$ cat src/hw/rtl/ghtab_pkg.sv
// Shared types and constants for the generational handle table.
`timescale 1ns / 1ps
`default_nettype none
package ghtab_pkg;

   localparam int SLOTS  = 64;
   localparam int SLOT_W = 6;
   localparam int CNT_W  = 7;
   localparam int GEN_W  = 32;

   localparam logic [1:0] OP_ALLOCATE = 2'd0;
   localparam logic [1:0] OP_FREE     = 2'd1;
   localparam logic [1:0] OP_RESOLVE  = 2'd2;

   localparam logic [1:0] STATUS_OK      = 2'd0;
   localparam logic [1:0] STATUS_INVALID = 2'd1;
   localparam logic [1:0] STATUS_FULL    = 2'd2;

   typedef struct packed {
      logic [1:0]        operation;
      logic [SLOT_W-1:0] slot_index;
      logic [GEN_W-1:0]  handle_generation;
   } req_type;

   typedef struct packed {
      logic [1:0]        status;
      logic [SLOT_W-1:0] granted_slot;
      logic [GEN_W-1:0]  granted_generation;
   } rsp_type;

   typedef enum logic {
      CTRL_IDLE,
      CTRL_EXEC
   } ctrl_state_type;

   typedef enum logic [2:0] {
      ACT_REUSE,
      ACT_APPEND,
      ACT_FULL,
      ACT_FREE,
      ACT_RESOLVE,
      ACT_INVALID
   } act_type;

   typedef struct packed {
      logic capture;
      logic execute;
   } ctrl_cmd_type;

   typedef struct packed {
      logic out_free;
   } dp_status_type;

endpackage
`default_nettype wire

$ cat src/hw/rtl/ghtab_ctrl.sv
// Controller state machine: sequences capture and execute of each beat.
`timescale 1ns / 1ps
`default_nettype none
module ghtab_ctrl (
   input  wire                        clock,
   input  wire                        reset,
   input  wire                        req_valid,
   output logic                       req_stall,
   input  ghtab_pkg::dp_status_type   dp_status,
   output ghtab_pkg::ctrl_cmd_type    dp_cmd
);

   ghtab_pkg::ctrl_state_type state_ff;
   ghtab_pkg::ctrl_state_type state_in;

   always_ff @(posedge clock) begin
      if (reset) begin
         state_ff <= ghtab_pkg::CTRL_IDLE;
      end else begin
         state_ff <= state_in;
      end
   end

   always_comb begin
      state_in = state_ff;
      case (state_ff)
         ghtab_pkg::CTRL_IDLE: begin
            if (req_valid) begin
               state_in = ghtab_pkg::CTRL_EXEC;
            end
         end
         ghtab_pkg::CTRL_EXEC: begin
            if (dp_status.out_free) begin
               state_in = ghtab_pkg::CTRL_IDLE;
            end
         end
         default: begin
            state_in = ghtab_pkg::CTRL_IDLE;
         end
      endcase
   end

   always_comb begin
      req_stall      = 1'b1;
      dp_cmd.capture = 1'b0;
      dp_cmd.execute = 1'b0;
      case (state_ff)
         ghtab_pkg::CTRL_IDLE: begin
            req_stall      = 1'b0;
            dp_cmd.capture = req_valid;
         end
         ghtab_pkg::CTRL_EXEC: begin
            dp_cmd.execute = dp_status.out_free;
         end
         default: begin
            req_stall = 1'b1;
         end
      endcase
   end

endmodule
`default_nettype wire

$ cat src/hw/rtl/ghtab_dp.sv
// Datapath: occupancy bits, high-water mark, generation memory and result register.
`timescale 1ns / 1ps
`default_nettype none
module ghtab_dp (
   input  wire                        clock,
   input  wire                        reset,
   input  ghtab_pkg::req_type         req_data,
   output logic                       rsp_valid,
   input  wire                        rsp_stall,
   output ghtab_pkg::rsp_type         rsp_data,
   input  ghtab_pkg::ctrl_cmd_type    dp_cmd,
   output ghtab_pkg::dp_status_type   dp_status
);

   logic [ghtab_pkg::SLOTS-1:0]  occupied_ff;
   logic [ghtab_pkg::SLOTS-1:0]  occupied_in;
   logic [ghtab_pkg::CNT_W-1:0]  mark_ff;
   logic [ghtab_pkg::CNT_W-1:0]  mark_in;
   logic [ghtab_pkg::GEN_W-1:0]  gen_mem [ghtab_pkg::SLOTS];
   logic [ghtab_pkg::GEN_W-1:0]  rd_ff;
   ghtab_pkg::act_type           act_ff;
   ghtab_pkg::act_type           act_in;
   logic [ghtab_pkg::SLOT_W-1:0] slot_ff;
   logic [ghtab_pkg::SLOT_W-1:0] slot_in;
   logic [ghtab_pkg::GEN_W-1:0]  hgen_ff;
   logic                         rsp_valid_ff;
   logic                         rsp_valid_in;
   ghtab_pkg::rsp_type           rsp_data_ff;
   ghtab_pkg::rsp_type           rsp_data_in;
   logic                         free_found;
   logic [ghtab_pkg::SLOT_W-1:0] free_slot;
   logic                         in_use;
   logic [ghtab_pkg::GEN_W-1:0]  gen_inc;
   logic [ghtab_pkg::GEN_W-1:0]  wr_gen;
   logic                         wr_en;

   // Lowest free slot below the mark.
   always_comb begin
      free_found = 1'b0;
      free_slot  = '0;
      for (int i = ghtab_pkg::SLOTS - 1; i >= 0; i--) begin
         if (!occupied_ff[i] && (ghtab_pkg::CNT_W'(i) < mark_ff)) begin
            free_found = 1'b1;
            free_slot  = ghtab_pkg::SLOT_W'(i);
         end
      end
   end

   assign in_use = {1'b0, req_data.slot_index} < mark_ff;

   always_comb begin
      act_in  = ghtab_pkg::ACT_INVALID;
      slot_in = req_data.slot_index;
      case (req_data.operation)
         ghtab_pkg::OP_ALLOCATE: begin
            if (free_found) begin
               act_in  = ghtab_pkg::ACT_REUSE;
               slot_in = free_slot;
            end else if (mark_ff < ghtab_pkg::CNT_W'(ghtab_pkg::SLOTS)) begin
               act_in  = ghtab_pkg::ACT_APPEND;
               slot_in = mark_ff[ghtab_pkg::SLOT_W-1:0];
            end else begin
               act_in  = ghtab_pkg::ACT_FULL;
               slot_in = '0;
            end
         end
         ghtab_pkg::OP_FREE: begin
            act_in = in_use ? ghtab_pkg::ACT_FREE : ghtab_pkg::ACT_INVALID;
         end
         ghtab_pkg::OP_RESOLVE: begin
            act_in = in_use ? ghtab_pkg::ACT_RESOLVE : ghtab_pkg::ACT_INVALID;
         end
         default: begin
            act_in = ghtab_pkg::ACT_INVALID;
         end
      endcase
   end

   always_ff @(posedge clock) begin
      if (dp_cmd.capture) begin
         act_ff  <= act_in;
         slot_ff <= slot_in;
         hgen_ff <= req_data.handle_generation;
         rd_ff   <= gen_mem[slot_in];
      end
   end

   // Raise the generation, skip zero.
   always_comb begin
      gen_inc = rd_ff + ghtab_pkg::GEN_W'(1);
      if (gen_inc == '0) begin
         gen_inc = ghtab_pkg::GEN_W'(1);
      end
   end

   always_comb begin
      occupied_in = occupied_ff;
      mark_in     = mark_ff;
      wr_en       = 1'b0;
      wr_gen      = gen_inc;
      rsp_data_in = rsp_data_ff;
      if (dp_cmd.execute) begin
         case (act_ff)
            ghtab_pkg::ACT_REUSE: begin
               wr_en                = 1'b1;
               occupied_in[slot_ff] = 1'b1;
               rsp_data_in          = '{ghtab_pkg::STATUS_OK, slot_ff, gen_inc};
            end
            ghtab_pkg::ACT_APPEND: begin
               wr_en                = 1'b1;
               wr_gen               = ghtab_pkg::GEN_W'(1);
               occupied_in[slot_ff] = 1'b1;
               mark_in              = mark_ff + ghtab_pkg::CNT_W'(1);
               rsp_data_in          = '{ghtab_pkg::STATUS_OK, slot_ff,
                                        ghtab_pkg::GEN_W'(1)};
            end
            ghtab_pkg::ACT_FULL: begin
               rsp_data_in = '{ghtab_pkg::STATUS_FULL, '0, '0};
            end
            ghtab_pkg::ACT_FREE: begin
               wr_en                = 1'b1;
               occupied_in[slot_ff] = 1'b0;
               rsp_data_in          = '{ghtab_pkg::STATUS_OK, slot_ff, gen_inc};
            end
            ghtab_pkg::ACT_RESOLVE: begin
               if ((rd_ff == hgen_ff) && occupied_ff[slot_ff]) begin
                  rsp_data_in = '{ghtab_pkg::STATUS_OK, slot_ff, rd_ff};
               end else begin
                  rsp_data_in = '{ghtab_pkg::STATUS_INVALID, slot_ff, rd_ff};
               end
            end
            default: begin
               rsp_data_in = '{ghtab_pkg::STATUS_INVALID, slot_ff, '0};
            end
         endcase
      end
   end

   always_ff @(posedge clock) begin
      if (wr_en) begin
         gen_mem[slot_ff] <= wr_gen;
      end
   end

   assign rsp_valid_in = dp_cmd.execute | (rsp_valid_ff & rsp_stall);

   always_ff @(posedge clock) begin
      if (reset) begin
         occupied_ff  <= '0;
         mark_ff      <= '0;
         rsp_valid_ff <= 1'b0;
      end else begin
         occupied_ff  <= occupied_in;
         mark_ff      <= mark_in;
         rsp_valid_ff <= rsp_valid_in;
      end
   end

   always_ff @(posedge clock) begin
      rsp_data_ff <= rsp_data_in;
   end

   assign dp_status.out_free = ~rsp_valid_ff | ~rsp_stall;
   assign rsp_valid          = rsp_valid_ff;
   assign rsp_data           = rsp_data_ff;

endmodule
`default_nettype wire

$ cat src/hw/rtl/generational_handle_table_core.sv
// Top level of the generational handle table: controller plus datapath.
// A request beat is captured, then executed once the output is free; its
// response is registered. No new beat is accepted until the last one has
// executed, since the registered generation read precedes its write-back.
// Reset clears the occupancy bits, the high-water mark and the controller;
// the generation memory is not cleared and needs no clearing pass.
`timescale 1ns / 1ps
`default_nettype none
module generational_handle_table_core (
   input  wire                 clock,
   input  wire                 reset,
   input  wire                 req_valid,
   output logic                req_stall,
   input  ghtab_pkg::req_type  req_data,
   output logic                rsp_valid,
   input  wire                 rsp_stall,
   output ghtab_pkg::rsp_type  rsp_data
);

   ghtab_pkg::ctrl_cmd_type  dp_cmd;
   ghtab_pkg::dp_status_type dp_status;

   ghtab_ctrl u_ctrl (
      .clock     (clock),
      .reset     (reset),
      .req_valid (req_valid),
      .req_stall (req_stall),
      .dp_status (dp_status),
      .dp_cmd    (dp_cmd)
   );

   ghtab_dp u_dp (
      .clock     (clock),
      .reset     (reset),
      .req_data  (req_data),
      .rsp_valid (rsp_valid),
      .rsp_stall (rsp_stall),
      .rsp_data  (rsp_data),
      .dp_cmd    (dp_cmd),
      .dp_status (dp_status)
   );

   a_busy_after_accept: assert property (@(posedge clock) disable iff (reset)
      (req_valid && !req_stall) |=> req_stall)
      else $error("request accepted while previous beat still in flight");

   a_rsp_from_exec: assert property (@(posedge clock) disable iff (reset)
      $rose(rsp_valid) |-> $past(req_stall))
      else $error("response raised without an executing beat");

   a_full_zeroed: assert property (@(posedge clock) disable iff (reset)
      (rsp_valid && rsp_data.status == ghtab_pkg::STATUS_FULL) |->
      (rsp_data.granted_slot == '0 && rsp_data.granted_generation == '0))
      else $error("full response carries nonzero slot or generation");

   a_ok_gen_nonzero: assert property (@(posedge clock) disable iff (reset)
      (rsp_valid && rsp_data.status == ghtab_pkg::STATUS_OK) |->
      (rsp_data.granted_generation != '0))
      else $error("successful response carries generation zero");

endmodule
`default_nettype wire

$ cat config.mk
export PLATFORM = sky130hd
export DESIGN_NAME = generational_handle_table_core
export DESIGN_NICKNAME = d
export VERILOG_FILES = /design/src/hw/rtl/ghtab_pkg.sv /design/src/hw/rtl/ghtab_ctrl.sv /design/src/hw/rtl/ghtab_dp.sv /design/src/hw/rtl/generational_handle_table_core.sv
export SDC_FILE = /design/constraint.sdc
export NUM_CORES = 2
export LEC_CHECK = 0
export ABC_CLOCK_PERIOD_IN_PS = 4500
export CORE_ASPECT_RATIO = 0.7
export CORE_MARGIN = 2
export CORE_UTILIZATION = 40
export CTS_CLUSTER_SIZE = 20
export DETAILED_ROUTE_END_ITERATION = 7
export DONT_BUFFER_PORTS = 1
export REMOVE_ABC_BUFFERS = 1
export SLEW_MARGIN = 10
export SYNTH_ARGS = -nofsm -noshare
export SYNTH_HDL_FRONTEND = slang
export SYNTH_HIERARCHICAL = 1
export SYNTH_SLANG_ARGS = --single-unit
$ cat constraint.sdc
create_clock -name clock -period 4.5 [get_ports clock]
set_input_delay 0.9 -clock clock [delete_from_list [all_inputs] [get_ports clock]]
set_output_delay 0.9 -clock clock [all_outputs]
set_load 0.01 [all_outputs]
Word level (Yosys, flattened, before mapping)
Memories as Yosys holds them, arrays and structs flattened. A register that Yosys moved wholly into a read port is not among the register bits.
Index checks and enable logic that the tools add are counted.
Storage, ports and cells
  register bits after elaboration: 154
  memory bits (writable): 2048
  bits of input ports: 44
  output and inout port bits: 42
  logic and storage cells: 392
  memories: 1
Cells by class
  add/sub/neg operators: 2
  magnitude comparators: 68
  equal/unequal tests: 7
  multiplexer cells: 156
  bitwise logic cells: 9
  reductions and logical operators: 139
Memory list
  u_dp.gen_mem: words 64, width 32, rd ports 1, clocked after memory_dff 1, wr ports 1, line ghtab_dp.sv:19  | logic [ghtab_pkg::GEN_W-1:0] gen_mem [ghtab_pkg::SLOTS];
Operator list (count)
  2-to-1 mux 6 bit: 67
  < comparator 6 x 7 -> 1 bit, first input constant: 32
  case mux 40 bit (4 select lines): 1
  case mux 64 bit (2 select lines): 1
  < comparator 5 x 7 -> 1 bit, first input constant: 16
  2-to-1 mux 32 bit: 3
  2-to-1 mux 1 bit: 76
  logical AND 1 bit: 66
  bitwise AND 64 bit: 1
  logical NOT 1 bit: 64
  NOT 64 bit: 1
  bitwise OR 64 bit: 1
  < comparator 4 x 7 -> 1 bit, first input constant: 8
  2-to-1 mux 39 bit: 1
  adder 32 x 1 -> 32 bit, second input constant: 1
  == test 32 bit: 1
  logical NOT 32 bit: 1
  < comparator 3 x 7 -> 1 bit, first input constant: 4
  < comparator 1 x 7 -> 1 bit, first input constant: 2
  < comparator 2 x 7 -> 1 bit, first input constant: 2
  case mux 3 bit (3 select lines): 1
  adder 7 x 1 -> 7 bit, second input constant: 1
  < comparator 6 x 7 -> 1 bit: 1
  < comparator 6 x 7 -> 1 bit, second input constant: 1
  other kinds (21): 28

Logic depth before layout (Yosys ltp)
  depth after elaboration: 68
  mapped depth: 21

Hierarchy
The synthesis kept the hierarchy.
By module, submodules not included
  ghtab_dp: times used 1, cells an instance 6677, area an instance 92610.1 µm², sequential area each 66333.6 µm²
  ghtab_ctrl: times used 1, cells an instance 5, area an instance 48.8 µm², sequential area each 20.0 µm²

Least setup slack after synthesis
OpenSTA, ideal clock, no wires.
  path kind: register -> register
  start: register u_dp/rd_ff[6] (netlist bit), read port of u_dp.gen_mem
  end: memory u_dp/gen_mem[0][1] (netlist bit) (data pin)
  library setup time: 0.501 ns
  arrival time: 4.323 ns
  required time: 3.999 ns
  path slack: -0.324 ns
  cell stages (with the launch flop): 15
  path buffers: 3
  clock period less this slack: 4.824 ns
  cells stage by stage: edfxtp_1 clkbuf_1 and3_1 clkbuf_1 nand2_1 nor4_1 and3_1 clkbuf_1 nand2_1 nor2_1 nand3_1 a21oi_1 or4_1 nand2_1 nor2_1
Between the ends
  cells in the longest elaborated chain, start to end: 5
Ends and longest elaborated chain
  start: declaration: line ghtab_dp.sv:20  | logic [ghtab_pkg::GEN_W-1:0] rd_ff;
  adder 32 x 1 -> 32 bit *: line ghtab_dp.sv:90  | gen_inc = rd_ff + ghtab_pkg::GEN_W'(1);
  logical NOT 32 bit *: line ghtab_dp.sv:91  | if (gen_inc == '0) begin
  2-to-1 mux 32 bit *: line ghtab_dp.sv:91
  2-to-1 mux 32 bit: line ghtab_dp.sv:103  | case (act_ff)
  2-to-1 mux 32 bit *: line ghtab_dp.sv:102  | if (dp_cmd.execute) begin
  named net u_dp.wr_gen, one bit: line ghtab_dp.sv:34  | logic [ghtab_pkg::GEN_W-1:0] wr_gen;
  end: declaration: line ghtab_dp.sv:19
The timed path passes the listed nets; every way through them passes the cells marked *.

Worst setup path in the final report
  start: register u_dp/mark_ff[4] (netlist bit)
  end: register u_dp/rd_ff[26] (netlist bit), read port of u_dp.gen_mem (data pin)
Between the ends
  cells in the longest elaborated chain, start to end: 68
  elaborated cells on any way between the ends: 260
  those cells by class: order compare: 65; mux: 131; reduce/logical: 64
Ends and longest elaborated chain
  start: declaration: line ghtab_dp.sv:17  | logic [ghtab_pkg::CNT_W-1:0] mark_ff;
  start signal: assignment: line ghtab_dp.sv:154  | mark_ff <= mark_in;
  < comparator 6 x 7 -> 1 bit: line ghtab_dp.sv:42  | if (!occupied_ff[i] && (ghtab_pkg::CNT_W'(i) < mark_ff)) begin
  logical AND 1 bit: line ghtab_dp.sv:42
  2-to-1 mux 6 bit or 2-to-1 mux 1 bit (tied branches) (64 in series): line ghtab_dp.sv:42
  2-to-1 mux 6 bit *: line ghtab_dp.sv:56  | if (free_found) begin
  2-to-1 mux 6 bit *: line ghtab_dp.sv:54  | case (req_data.operation)
Mark *: on every way between the ends. The rest lies on a longest branch, timed or not.
A chain may end at the register's enable or synchronous reset.

==> run summary <==
CP peak stage delay = 0.55 ns
reg-to-reg startpoint = u_dp/mark_ff[4]$_SDFFE_PP0P_
cell taking the most area after synthesis = edfxtp_1
Seq cells post-synth = 2234
reg2reg end = u_dp/rd_ff[26]$_DFFE_PP_
failing checks = setup timing
Synth-to-Final Area Change = 24.7%
hold worst-path end = u_dp/hgen_ff[19]$_DFFE_PP_
Final setup viols = 32
Post-Synthesis Cells = 6682
initial antenna violation count = 28
DR iter-0 viols = 10.1k
via/cell ratio = 6.03
clock latency at the later pin of the worst-skew pair = 0.90 ns
die outline width = 579 um
Final Wtd Congestion = 0.965
vias = 65.0k
total track usage = 0.272
fin nets = 7577
Max Slew Vio Count = 0
CTS Buffer Depth = 4
EDFF count, synth = 2161
# hold bufs at CTS = 0
post-synthesis async set-or-reset flop share = 0
Syn. warnings = 6
HP Start = req_data[19]
Setup Skew = 0.100 ns
library cells used by synthesis = 89
Seq/Total Area, Yosys = 0.716
Crit path arrival time = 5.52 ns
CTS buffer count = 210
Tmin final = 4.92 ns
most frequent cells in the layout = edfxtp_1 (2161), nand2_1 (1139), buf_4 (771)
Worst Setup SP = u_dp/mark_ff[4]$_SDFFE_PP0P_
Worst VDD drop = 0.347 mV
Worst setup SP type = register
synthesized-area fraction occupied by xor and xnor cells = 0.00671
Min-Delay Path Class = input pin to register
Most common cell on crit path = mux2i_1
final hold vios = 0
Main synth FF type = edfxtp_1
period utilization = 1.09
CTS H-Tree Depth = 4
CTS sink count = 2234
DRT antenna net count = 0
DIE AREA = 0.236 mm^2
share of cells above drive strength 1 = 0.234
crit-path cells = buf_6 > and4bb_2 > a211oi_2 > or4_4 > nand4bb_4 > or3_4 > o211ai_4 > a22o_4 > buf_12 > clkinv_16 > buf_8 > buf_4 > mux2i_1 > mux2i_1 > a32oi_2 > o22ai_2 > or4_1
Initial Util = 0.403
final wirelength = 333000 um
most common cell after layout, fill and taps aside = edfxtp_1
Routed WL per cell = 30.9 um
Post-Synth Simple-Gate Area = 0.116
GRT overflow = 0
Critical Setup Path Class = register to register
hold depth = 0
setup tns final = -9.78 ns
vias in the first global route = 59.2k
drc violations = 0
slowest library cell on the worst path = or4_4
Die Span Y = 407 um
clk root buf = clkbuf_16
reg2reg setup slack = -0.42 ns
post-layout util = 0.503
Least-Margin Pin Slew = 1.24 ns
first-pass GRT wire length = 455000 um
Post-DP HPWL = 203000 um
setup ws final = -0.416 ns
row count = 147
CP endpoint kind = register
worst path required time = 5.11 ns
drt first pass iters = 6
number of max-cap violations = 0
Synth Area in Compound Gates = 0.0604
cells on worst reg2reg path = 17
area fraction of the dominant cell type after synthesis = 0.700
Ports = 86
Clock Pin Slew Worst Setup and Hold Paths = 0.08 ns
RSZ-0062 raised after global routing = yes
# port buffers = 0
Power Dens Cells = 401 mW/mm^2
Pleak = 39.1 nW
Post-DP Area = 0.104 mm^2
Mapped Avg Cell Area = 13.9 um^2
cell area after layout = 0.116 mm^2
critical path peak fanout = 11
worst slack, placed = -1.07 ns
Worst slew margin = 0.171
CORE AREA = 0.230 mm^2
CTS tree = built
adder-cell area share of the yosys netlist = 0.000945
synthesized cell area = 0.0927 mm^2
main combinational cell family by area after synthesis = simple AND/OR/NAND/NOR gates
mux cell area share after synthesis = 0.0774
largest net degree at the start of global routing = 81
Fmax = 203 MHz
outcome = finished, violations left
top cells by area, synth = edfxtp_1 (70%), mux2i_1 (7.3%), nand2_1 (4.7%)
==> state kept, by name, indices dropped and copies added (netlist names), named ones only <==
name	count
u_dp/mark_ff	7
u_dp/rsp_valid	1
u_ctrl/state_ff	1
u_dp/slot_ff	6
u_dp/rsp_data	40
u_dp/gen_mem	2048
u_dp/act_ff	3
u_dp/hgen_ff	32
u_dp/rd_ff	32
==> kinds of logic after synthesis <==
| group | after synthesis |
|---|---|
| multiplexers | 701 |
| adder cells (fa/ha/maj) | 7 |
| buffers and inverters | 466 |
| XOR/XNOR | 71 |
| AO/OA/AOI/OAI | 792 |
| AND/OR/NAND/NOR | 2411 |
| flip-flops | 2234 |
==> worst max-delay path, delay by kind of cell, from the launching register on <==
| kind | cells | cell delay [ns] |
|---|---|---|
| AOI/OAI and AO/OA | 5 | 1.01 |
| and+or+nand+nor | 5 | 2.18 |
| DFF | 1 | 0.37 |
| buffers and inverters | 5 | 0.76 |
| muxes | 2 | 0.34 |
==> report_power, final <==
part / total (mW) / leakage (nW) / switching, mW / internal (mW)
clock: 17.7 / 3.19 / 7.86 / 9.80
combinational: 5.05 / 15.8 / 3.27 / 1.78
sequential: 23.7 / 20.1 / 0.209 / 23.5
total: 46.4 / 39.1 / 11.3 / 35.0
==> stage by stage <==
step                      hold WS (ns)  std cells  power (mW)
after floorplan                  0.482       6246        26.3
after global placement           0.527      10190        28.3
after detailed placement         0.532      10190        28.4
after CTS                       0.0922      10660        46.1
after global routing             0.103      10755        47.5
final                            0.131      10772        46.4
==> layout make-up <==
class	instances	area [um^2]
clock buffers	273	5580
diodes	24	60.1
fillers	19138	114000
inverters	30	168
multi-input cells	3983	27000
flip-flops and latches	2234	66400
clock inverters	107	1000
repair buffers	1065	11500
repair inverters	2	50.0
well taps	3054	3820
==> cells in the mapped netlist (20+ instances only) <==
library cell     n
dfxtp_1         73
edfxtp_1      2161
a22oi_1         28
a21oi_1        170
nand2_1       1148
xnor2_1         48
a32oi_1         65
xor2_1          23
a311oi_1        20
a211oi_1       135
buf_1           30
nand3_1        638
and2_1          40
or4_1           34
nand4_1         50
inv_1           26
o21ai_0         64
nor3_1          64
nor2_1         302
mux2i_1        677
nand2b_1        20
clkbuf_1       247
a221oi_1        60
o211ai_1        30
buf_2          132
nor2b_1         24
nor4_1          22
a31oi_1         32
o22ai_1         44
==> per-layer routing <==
layer / part of all wire / track usage
met4: 0.036 / 0.0847
met2: 0.40 / 0.374
met1: 0.41 / 0.410
met5: 0.0010 / 0
met3: 0.14 / 0.0804
==> worst max path at each step <==
stage                                     endpoint  slack (ns)  cells past startpoint
after floorplan           u_dp/rd_ff[11]$_DFFE_PP_      -44.39                     12
after global placement    u_dp/rd_ff[23]$_DFFE_PP_       -1.06                     17
after detailed placement  u_dp/rd_ff[23]$_DFFE_PP_       -1.07                     17
after CTS                 u_dp/rd_ff[15]$_DFFE_PP_       -0.22                     18
after global routing       u_dp/rd_ff[3]$_DFFE_PP_       -0.50                     24
final                     u_dp/rd_ff[26]$_DFFE_PP_       -0.42                     17
==> timing repair <==
action	in CTS	in global routing
endpoints found under the hold margin	0	0
setup endpoints to repair	32	32
buffers inserted	69	81
resized for setup	338	266
pin swaps	100	121
cloned	26	21
No activity file was read; power rests on OpenSTA's default activity.
